### config.mk
export PLATFORM = sky130hd
export DESIGN_NAME = sorted_list_table_flat
export DESIGN_NICKNAME = d
export VERILOG_FILES = /design/src/rtl/slt_pkg.sv /design/src/rtl/slt_req_if.sv /design/src/rtl/slt_rsp_if.sv /design/src/rtl/slt_front.sv /design/src/rtl/slt_queue.sv /design/src/rtl/slt_back.sv /design/src/rtl/sorted_list_table.sv /design/src/flat_wrapper.sv
export SDC_FILE = /design/constraint.sdc
export NUM_CORES = 2
export LEC_CHECK = 0
export ABC_AREA = 1
export BUFFER_PORTS_ARGS = -buffer_cell sky130_fd_sc_hd__buf_2
export CAP_MARGIN = 30
export CORE_MARGIN = 8
export CORE_UTILIZATION = 65
export CTS_CLUSTER_SIZE = 20
export DETAILED_ROUTE_END_ITERATION = 8
export PLACE_DENSITY_LB_ADDON = 0.15
export SETUP_SLACK_MARGIN = 0.02
export SLEW_MARGIN = 20
export SYNTH_ARGS = -nofsm -noshare
export SYNTH_HDL_FRONTEND = slang
export SYNTH_HIERARCHICAL = 1
export SYNTH_SLANG_ARGS = --single-unit
### constraint.sdc
create_clock -name clk -period 5.6 [get_ports clk]
set_input_delay 1.12 -clock clk [delete_from_list [all_inputs] [get_ports clk]]
set_output_delay 1.12 -clock clk [all_outputs]
set_load 0.03 [all_outputs]
### src/rtl/slt_pkg.sv
// Shared constants, codes and types of the sorted list table.
`default_nettype none

package slt_pkg;

	// Number of entries the table holds.
	localparam int DEPTH = 16;
	// Width of the fill count, able to hold DEPTH itself.
	localparam int CNT_W = $clog2(DEPTH + 1);
	// Fixed widths of the channel fields.
	localparam int OP_W = 2;
	localparam int KEY_W = 32;
	localparam int ST_W = 2;
	localparam int ENTRY_W = 5;
	// Depth of the command queue between the front and the back.
	localparam int QDEPTH = 2;
	localparam int QPTR_W = (QDEPTH > 1) ? $clog2(QDEPTH) : 1;
	localparam int QCNT_W = $clog2(QDEPTH + 1);

	// Operation codes.
	typedef enum logic [OP_W-1:0] {
		OP_INSERT = 2'd0,
		OP_SEARCH = 2'd1,
		OP_DELETE = 2'd2,
		OP_POP    = 2'd3
	} op_t;

	// Result status codes.
	typedef enum logic [ST_W-1:0] {
		ST_OK        = 2'd0,
		ST_NOT_FOUND = 2'd1,
		ST_FULL      = 2'd2,
		ST_EMPTY     = 2'd3
	} st_t;

	// A classified command as the front hands it to the back.
	typedef struct packed {
		logic                    is_insert;
		logic                    is_lookup;
		logic                    is_remove;
		logic                    is_pop;
		logic signed [KEY_W-1:0] key;
	} cmd_t;

endpackage

`default_nettype wire

### src/rtl/slt_req_if.sv
// Request channel: operation and key value with a valid/ready handshake.
`default_nettype none

interface slt_req_if;
	import slt_pkg::*;

	logic                          valid;
	logic                          ready;
	logic [OP_W-1:0]               operation;
	logic signed [KEY_W-1:0]       key_value;

	modport source (output valid, output operation, output key_value, input ready);
	modport sink (input valid, input operation, input key_value, output ready);
endinterface

`default_nettype wire

### src/rtl/slt_rsp_if.sv
// Response channel: status, popped value and entry count with a valid/ready handshake.
`default_nettype none

interface slt_rsp_if;
	import slt_pkg::*;

	logic                          valid;
	logic                          ready;
	logic [ST_W-1:0]               status;
	logic signed [KEY_W-1:0]       popped_value;
	logic [ENTRY_W-1:0]            entry_count;

	modport source (output valid, output status, output popped_value, output entry_count,
		input ready);
	modport sink (input valid, input status, input popped_value, input entry_count,
		output ready);
endinterface

`default_nettype wire

### src/rtl/slt_front.sv
// Front end: takes request beats, decodes the operation and registers the command.
`default_nettype none

module slt_front (
	input  wire logic           clk,
	input  wire logic           arst_n,
	slt_req_if.sink             req,
	output slt_pkg::cmd_t       cmd,
	output logic                cmd_valid,
	input  wire logic           cmd_ready
);
	import slt_pkg::*;

	logic valid_s1;
	cmd_t cmd_s1;
	cmd_t decoded;
	logic take;

	// The stage takes a new beat when it is empty or its command moves on.
	assign req.ready = !valid_s1 || cmd_ready;
	assign take = req.valid && req.ready;

	// Classify the operation into the flags the back end acts on.
	always_comb begin
		decoded = '0;
		decoded.key = req.key_value;
		unique case (op_t'(req.operation))
			OP_INSERT: decoded.is_insert = 1'b1;
			OP_SEARCH: decoded.is_lookup = 1'b1;
			OP_DELETE: begin
				decoded.is_lookup = 1'b1;
				decoded.is_remove = 1'b1;
			end
			OP_POP:    decoded.is_pop = 1'b1;
		endcase
	end

	// Stage valid flag.
	always_ff @(posedge clk or negedge arst_n) begin
		if (!arst_n) begin
			valid_s1 <= 1'b0;
		end else if (req.ready) begin
			valid_s1 <= req.valid;
		end
	end

	// Stage payload.
	always_ff @(posedge clk) begin
		if (take) begin
			cmd_s1 <= decoded;
		end
	end

	assign cmd = cmd_s1;
	assign cmd_valid = valid_s1;

endmodule

`default_nettype wire

### src/rtl/slt_queue.sv
// Short command queue that decouples the front end from the back end.
`default_nettype none

module slt_queue (
	input  wire logic           clk,
	input  wire logic           arst_n,
	input  wire slt_pkg::cmd_t  push_cmd,
	input  wire logic           push_valid,
	output logic                push_ready,
	output slt_pkg::cmd_t       pop_cmd,
	output logic                pop_valid,
	input  wire logic           pop_ready
);
	import slt_pkg::*;

	cmd_t              slot_q [QDEPTH];
	logic [QPTR_W-1:0] wr_ptr_q;
	logic [QPTR_W-1:0] rd_ptr_q;
	logic [QCNT_W-1:0] count_q;
	logic              do_push;
	logic              do_pop;

	assign push_ready = count_q < QCNT_W'(QDEPTH);
	assign pop_valid = count_q != '0;
	assign do_push = push_valid && push_ready;
	assign do_pop = pop_valid && pop_ready;
	assign pop_cmd = slot_q[rd_ptr_q];

	// Pointers and occupancy.
	always_ff @(posedge clk or negedge arst_n) begin
		if (!arst_n) begin
			wr_ptr_q <= '0;
			rd_ptr_q <= '0;
			count_q  <= '0;
		end else begin
			if (do_push) begin
				wr_ptr_q <= (wr_ptr_q == QPTR_W'(QDEPTH - 1)) ? '0 : wr_ptr_q + 1'b1;
			end
			if (do_pop) begin
				rd_ptr_q <= (rd_ptr_q == QPTR_W'(QDEPTH - 1)) ? '0 : rd_ptr_q + 1'b1;
			end
			if (do_push && !do_pop) begin
				count_q <= count_q + 1'b1;
			end else if (do_pop && !do_push) begin
				count_q <= count_q - 1'b1;
			end
		end
	end

	// Slot storage.
	always_ff @(posedge clk) begin
		if (do_push) begin
			slot_q[wr_ptr_q] <= push_cmd;
		end
	end

endmodule

`default_nettype wire

### src/rtl/slt_back.sv
// Back end: row of compare-and-shift cells holding the sorted entries, plus the result register.
`default_nettype none

module slt_back (
	input  wire logic           clk,
	input  wire logic           arst_n,
	input  wire slt_pkg::cmd_t  cmd,
	input  wire logic           cmd_valid,
	output logic                cmd_ready,
	slt_rsp_if.source           rsp
);
	import slt_pkg::*;

	logic signed [KEY_W-1:0] entry_q [DEPTH];
	logic [CNT_W-1:0]        cnt_q;
	logic                    out_valid_q;
	st_t                     status_q;
	logic signed [KEY_W-1:0] popped_q;
	logic [CNT_W-1:0]        cnt_out_q;

	logic [DEPTH-1:0]        ge;
	logic [DEPTH-1:0]        ge_prev;
	logic [DEPTH-1:0]        match;
	logic signed [KEY_W-1:0] up_val [DEPTH];
	logic signed [KEY_W-1:0] dn_val [DEPTH];
	logic signed [KEY_W-1:0] entry_d [DEPTH];

	logic fire;
	logic full;
	logic empty;
	logic found;
	logic do_ins;
	logic do_del;
	logic do_pop;
	st_t  status_d;
	logic [CNT_W-1:0] cnt_d;

	// A command executes when the result register is free or being drained.
	assign cmd_ready = !out_valid_q || rsp.ready;
	assign fire = cmd_valid && cmd_ready;

	assign full = cnt_q == CNT_W'(DEPTH);
	assign empty = cnt_q == '0;
	assign found = |match;
	assign do_ins = cmd.is_insert && !full;
	assign do_del = cmd.is_remove && found;
	assign do_pop = cmd.is_pop && !empty;

	// Each cell compares its entry with the key and picks its next value locally.
	for (genvar g = 0; g < DEPTH; g++) begin : g_cell
		logic below;
		assign below = CNT_W'(g) < cnt_q;
		// Set for the cell at the insert point and every cell after it.
		assign ge[g] = !(below && (entry_q[g] < cmd.key));
		assign match[g] = below && (entry_q[g] == cmd.key);

		if (g == 0) begin : g_first
			assign ge_prev[g] = 1'b0;
			assign up_val[g] = cmd.key;
		end else begin : g_inner
			assign ge_prev[g] = ge[g-1];
			assign up_val[g] = entry_q[g-1];
		end

		if (g == DEPTH - 1) begin : g_last
			assign dn_val[g] = entry_q[g];
		end else begin : g_mid
			assign dn_val[g] = entry_q[g+1];
		end

		// Insert shifts up from the insert point; delete and pop shift down.
		always_comb begin
			entry_d[g] = entry_q[g];
			if (do_ins && ge[g]) begin
				entry_d[g] = ge_prev[g] ? up_val[g] : cmd.key;
			end else if ((do_del && ge[g]) || do_pop) begin
				entry_d[g] = dn_val[g];
			end
		end

		always_ff @(posedge clk) begin
			if (fire) begin
				entry_q[g] <= entry_d[g];
			end
		end
	end

	// Status and new count.
	always_comb begin
		status_d = ST_OK;
		cnt_d = cnt_q;
		if (cmd.is_insert) begin
			if (full) begin
				status_d = ST_FULL;
			end else begin
				cnt_d = cnt_q + 1'b1;
			end
		end else if (cmd.is_lookup) begin
			if (!found) begin
				status_d = ST_NOT_FOUND;
			end else if (cmd.is_remove) begin
				cnt_d = cnt_q - 1'b1;
			end
		end else if (empty) begin
			status_d = ST_EMPTY;
		end else begin
			cnt_d = cnt_q - 1'b1;
		end
	end

	// Fill count and result valid.
	always_ff @(posedge clk or negedge arst_n) begin
		if (!arst_n) begin
			cnt_q <= '0;
			out_valid_q <= 1'b0;
		end else begin
			if (fire) begin
				cnt_q <= cnt_d;
			end
			if (cmd_ready) begin
				out_valid_q <= cmd_valid;
			end
		end
	end

	// Result payload.
	always_ff @(posedge clk) begin
		if (fire) begin
			status_q <= status_d;
			popped_q <= do_pop ? entry_q[0] : '0;
			cnt_out_q <= cnt_d;
		end
	end

	assign rsp.valid = out_valid_q;
	assign rsp.status = status_q;
	assign rsp.popped_value = popped_q;
	assign rsp.entry_count = ENTRY_W'(cnt_out_q);

endmodule

`default_nettype wire

### src/rtl/sorted_list_table.sv
// Top level of the sorted list table: front end, command queue and cell row.
//
//   Channel | Direction | Fields                                  | Handshake
//   req     | in        | operation, key_value                    | valid/ready
//   rsp     | out       | status, popped_value, entry_count       | valid/ready
//
// One operation is accepted per cycle while the response side keeps up.
// A request beat is registered in the front register, then in a queue slot,
// then in the result register behind the cell row, which works out every
// operation combinationally in front of that register.
// Reset empties the table and the queue; stored values are not cleared.
// A stalled response holds the cell row; the two-entry queue and the front
// register keep taking beats until they fill.
`default_nettype none

module sorted_list_table (
	input  wire logic  clk,
	input  wire logic  arst_n,
	slt_req_if.sink    req,
	slt_rsp_if.source  rsp
);
	import slt_pkg::*;

	cmd_t front_cmd;
	logic front_valid;
	logic front_ready;
	cmd_t back_cmd;
	logic back_valid;
	logic back_ready;

	slt_front u_front (
		.clk       (clk),
		.arst_n    (arst_n),
		.req       (req),
		.cmd       (front_cmd),
		.cmd_valid (front_valid),
		.cmd_ready (front_ready)
	);

	slt_queue u_queue (
		.clk        (clk),
		.arst_n     (arst_n),
		.push_cmd   (front_cmd),
		.push_valid (front_valid),
		.push_ready (front_ready),
		.pop_cmd    (back_cmd),
		.pop_valid  (back_valid),
		.pop_ready  (back_ready)
	);

	slt_back u_back (
		.clk       (clk),
		.arst_n    (arst_n),
		.cmd       (back_cmd),
		.cmd_valid (back_valid),
		.cmd_ready (back_ready),
		.rsp       (rsp)
	);

endmodule

`default_nettype wire
### src/flat_wrapper.sv
// flat-port wrapper written by rule: the top's interface ports become plain ports
module sorted_list_table_flat import slt_pkg::*;
  (clk, arst_n, req_valid, req_operation, req_key_value, req_ready, rsp_valid, rsp_status, rsp_popped_value, rsp_entry_count, rsp_ready);
  slt_req_if req_i ();
  slt_rsp_if rsp_i ();
  input  wire logic clk;
  input  wire logic arst_n;
  input wire logic [$bits(req_i.valid)-1:0] req_valid;
  input wire logic [$bits(req_i.operation)-1:0] req_operation;
  input wire logic [$bits(req_i.key_value)-1:0] req_key_value;
  output wire logic [$bits(req_i.ready)-1:0] req_ready;
  output wire logic [$bits(rsp_i.valid)-1:0] rsp_valid;
  output wire logic [$bits(rsp_i.status)-1:0] rsp_status;
  output wire logic [$bits(rsp_i.popped_value)-1:0] rsp_popped_value;
  output wire logic [$bits(rsp_i.entry_count)-1:0] rsp_entry_count;
  input wire logic [$bits(rsp_i.ready)-1:0] rsp_ready;
  assign req_i.valid = req_valid;
  assign req_i.operation = req_operation;
  assign req_i.key_value = req_key_value;
  assign req_ready = req_i.ready;
  assign rsp_valid = rsp_i.valid;
  assign rsp_status = rsp_i.status;
  assign rsp_popped_value = rsp_i.popped_value;
  assign rsp_entry_count = rsp_i.entry_count;
  assign rsp_i.ready = rsp_ready;
  sorted_list_table u_core (.clk(clk), .arst_n(arst_n), .req(req_i), .rsp(rsp_i));
endmodule
# Word-level counts from Yosys, hierarchy flattened
# Memories as Yosys holds them, arrays and structs flattened.
# Cells that the tools add are included.
# word_totals
register_bits	86
output_inout_bits	41
inputBits	38
n_memories	2
ram_bits	584
elab_cells	260
# mem_list
memory	depth	word_bits	read_ports	rd_clocked_by_memory_dff	write_ports	line_no	rtl
u_core.u_back.entry_q	16	32	16	0	16	slt_back.sv:14	logic signed [KEY_W-1:0] entry_q [DEPTH];
u_core.u_queue.slot_q	2	36	1	0	1	slt_queue.sv:16	cmd_t slot_q [QDEPTH];
# classes
reduce_logical	116
n_lt_le_gt_ge	33
add_sub_neg	6
n_eq_ne	20
n_mux	69
# op_table
operator	n
2-to-1 mux 32 bit	46
== test 32 bit	16
less-than comparator 32 bit	16
logical AND 1 bit	71
less-than comparator 4 x 5 -> 1 bit, first input constant	8
2-to-1 mux 5 bit	6
zero test 1 bit	22
less-than comparator 3 x 5 -> 1 bit, first input constant	4
logical OR 1 bit	17
OR reduction 16 bit	1
2-to-1 mux 2 bit	6
2-to-1 mux 1 bit	11
less-than comparator 1 x 5 -> 1 bit, first input constant	2
less-than comparator 2 x 5 -> 1 bit, first input constant	2
adder 5 x 1 -> 5 bit, second input constant	1
== test 5 bit, second input constant	1
zero test 5 bit	1
subtractor 5 x 1 -> 5 bit, second input constant	1
== test 2 bit, second input constant	2
nonzero test 2 bit	2
adder 1 bit, second input constant	2
adder 2 x 1 -> 2 bit, second input constant	1
== test 2 x 1 -> 1 bit, second input constant	1
zero test 2 bit	1
other kinds (3)	3

# Logic depth before layout (Yosys ltp)
# An unclocked memory read counts as a cell.
# depth
word_depth	9
depth_mapped	24
depth_no_buf	22

# Hierarchy
# The synthesis kept the hierarchy.
# modules_own_cells
mod	instances	cells_each	seq_area_each_um2	area_per_inst_um2
slt_back	1	5457	16696.0	41588.6
slt_queue	1	215	2262.2	2849.0
slt_front	1	47	1106.1	1171.1

# Least setup slack after synthesis
# No wires, ideal clock.
# synth_timing
path_kind	register to register
start	reg u_core/u_queue/rd_ptr_q (netlist name)
end	mem u_core.u_back.entry_q[6][0] (netlist: u_core/u_back/entry_q[0][192]) (enable)
period_less_slack_ns	5.045
slack_ns	0.555
path_buffers	3
path_stages_with_launch	20
arrival_ns	4.613
path_cell_list	dfrtp_1 inv_2 buf_4 nand2_1 nand2_1 clkbuf_1 inv_1 ha_1 a21oi_1 nor2_1 a21oi_1 nand2_1 o21ai_0 nand2_1 nand2_1 nand3b_1 nand3_1 clkbuf_1 nand2_1 a21oi_1
# synth_lines
item	line_no
end, declared	slt_back.sv:14

==> metrics.txt <==
CTS root buffer=clkbuf_16; DRC errors left=0; total core area=0.0698 mm2; Rel. slew slack=28.9%; Clock Sinks=670; Seq cells post-synth=670; final worst path period share=95.2%; Final nets=6313; Final GP Congestion=1.03; Tightest Pin Transition=1.06 ns; slowest stage delay, CP=0.58 ns; family with the most delay on the worst path=simple AND/OR/NAND/NOR gates; FMAX=188 MHz; vias in the first global route=41051; post-synthesis xor/xnor area fraction=0.0960%; Netlist cell types=35; vias=42485; H-tree depth=3; CP required=5.93 ns; commonest cells in the netlist=nand2_1, edfxtp_1, ha_1; most frequent cell after synthesis=nand2_1; CP Data Arrival Time=5.66 ns; die height=281 um; crit end category=register; Worst-Skew Late Latency=0.63 ns; Row Count=97; Max Cap Viol=0; Die Wd=281 um; WS Path Type=register to register; Yosys top cell by area=edfxtp_1; crit path cell chain=buf_4 -> nand2_1 -> nand2_1 -> inv_1 -> buf_12 -> ha_1 -> nand2_1 -> nor2_1 -> nand3_1 -> nor2_1 -> nand2_1 -> nand2_1 -> nor2_1 -> nand2_1 -> inv_2 -> nand2_2 -> nand2_1 -> o21ai_2 -> buf_8 -> nand2_1 -> a21oi_2 -> buf_12; slowest stage cell, crit path=a21oi_2; Crit path top cell by count=nand2_1; Initial Util=65.4%; run status=completed; Gate Count Post-Synth=5719; Tmin final=5.33 ns; HPWL Detailed=115000 um; post-route clock skew=0.0222 ns; Fin. Hold Viols=0; mapped cell area=0.0456 mm2; CTS Buffer Depth=3; largest net degree at the start of global routing=66; first drt pass iteration count=9; final WL=157000 um; Detailed Route Iter0 Violations=5840; top cell type's share of synthesized area=43.4%; Synth Area in Adders=14.3%; Compound-Gate Fraction of Synth Area=7.23%; Synthesized Nets=6277; Post-synth ARST share=1.64%; GRT Total Usage=39.2%; first-pass GRT wire length=239000 um; Area growth syn-to-layout=9.98%; Via density=6.29; CTS tree=done; register area share after synthesis=44.0%; ys flop type=edfxtp_1; largest cells by area after synthesis=edfxtp_1, nand2_1, ha_1, nand4_1, a21oi_1; CTS Buf Count=76; Yosys warnings=6; mux cell area share after synthesis=0%; die area=0.0789 mm2; crit path launch type=register; RSZ-0062 raised after global routing=false; WP buf/inv=6; number of top-level pins=79; # resized after CTS=0; initial antenna violation count=3; syn avg cell area=7.97 um2; postcts setup bufs=0; port buffer count=78; Hold/Removal Path Class=input pin to asynchronous set/reset pin; wire length per cell=23.2 um; final setup fails=0; DRT antenna net count=0; crit path max fanout=37; EDFF count, synth=659; gr ovfl total=0; setup tns final=0 ns; Clock transition at path regs=0.06 ns; Slew Limit Fails=0; Synth Area in Simple Gates=30.5%; largest family of logic cells by synthesized area=simple AND/OR/NAND/NOR gates; Hold-fix buffers, CTS=0; layout cells sized above 1=7.01%
cells by family after synthesis:
family          after synthesis
simple gates               3435
flops                       670
xor+xnor                      5
buf+inv                     451
fa+ha+maj                   520
compound gates              638
routing by layer:
metal  track usage, %  share of wire, %  vias up  wire [um]
met5                0             0.020        -         31
met3             10.9                14      694      21100
li1                 -                 -    19566          -
met2             59.6                42     2866      66500
met1             48.3                36    19355      55900
met4             26.9               8.3        4      12900
cell type report:
type                       instances  area (um2)
clock inverter                    36         327
sequential                       670       20100
fill                            5530       19600
multi-input combinational       4598       24000
antenna                            1        2.50
clock buffer                      97        2060
timing repair buffer             257        2000
inverter                         152         571
tap                              940        1180
metrics by stage:
stage	instance area (um2)	setup WS, ns	utilization [%]	hold WS, ns	instances
final	50200	0.268	71.9	0.365	6751
after global routing	50200	0.0328	71.9	0.372	6750
after CTS	50000	0.281	71.7	0.343	6740
after detailed placement	47600	0.317	68.2	0.430	6607
after global placement	47500	0.391	68.0	0.422	6601
after floorplan	45600	0.555	-	0.421	5719
sequential cells by signal (all words and copies together), names as in the netlist:
signal / count
u_core/u_back/entry_q: 512
u_core/u_queue/slot_q: 72
u_core/u_front/cmd: 36
u_core/u_back/rsp.popped_value: 32
u_core/u_back/cnt_q: 5
u_core/u_back/rsp.entry_count: 5
u_core/u_back/rsp.status: 2
u_core/u_queue/count_q: 2
u_core/u_back/rsp.valid: 1
u_core/u_front/cmd_valid: 1
u_core/u_queue/rd_ptr_q: 1
u_core/u_queue/wr_ptr_q: 1
cell usage in the layout (no fill, tap or decap), types with 8 or more instances in the layout:
| cell | n |
|---|---|
| buf_2 | 79 |
| buf_4 | 155 |
| a21oi_2 | 8 |
| o211ai_1 | 15 |
| inv_1 | 139 |
| o21ai_0 | 297 |
| nand4_1 | 322 |
| a21oi_1 | 282 |
| nand3b_1 | 15 |
| edfxtp_1 | 659 |
| ha_1 | 520 |
| nand2_1 | 2738 |
| clkbuf_16 | 79 |
| a211oi_1 | 16 |
| inv_2 | 12 |
| a21oi_4 | 9 |
| dfrtp_1 | 11 |
| clkinv_1 | 16 |
| clkbuf_1 | 16 |
| clkinv_2 | 9 |
| buf_8 | 8 |
| buf_12 | 10 |
| nor2_1 | 250 |
| nand3_1 | 91 |
final timing paths:
path,start,to,slack (ns),cells after the start
max,u_core/u_queue/rd_ptr_q$_DFFE_PN0P_,u_core/u_back/entry_q[0][200]$_DFFE_PP_,0.27,22
min in group clk,u_core/u_front/cmd[34]$_DFFE_PP_,u_core/u_queue/slot_q[0][34]$_DFFE_PP_,0.44,0
max in group asynchronous,arst_n,u_core/u_queue/count_q[0]$_DFFE_PN0P_,5.01,1
min,arst_n,u_core/u_back/rsp.valid$_DFFE_PN0N_,0.37,1
max reg2reg,u_core/u_queue/rd_ptr_q$_DFFE_PN0P_,u_core/u_back/entry_q[0][200]$_DFFE_PP_,0.27,22
min reg2reg,u_core/u_front/cmd[34]$_DFFE_PP_,u_core/u_queue/slot_q[0][34]$_DFFE_PP_,0.44,0
Power is left out: the tool's default activity adds up to more than one toggle a clock period on the data nets, which glitch-free logic cannot reach.
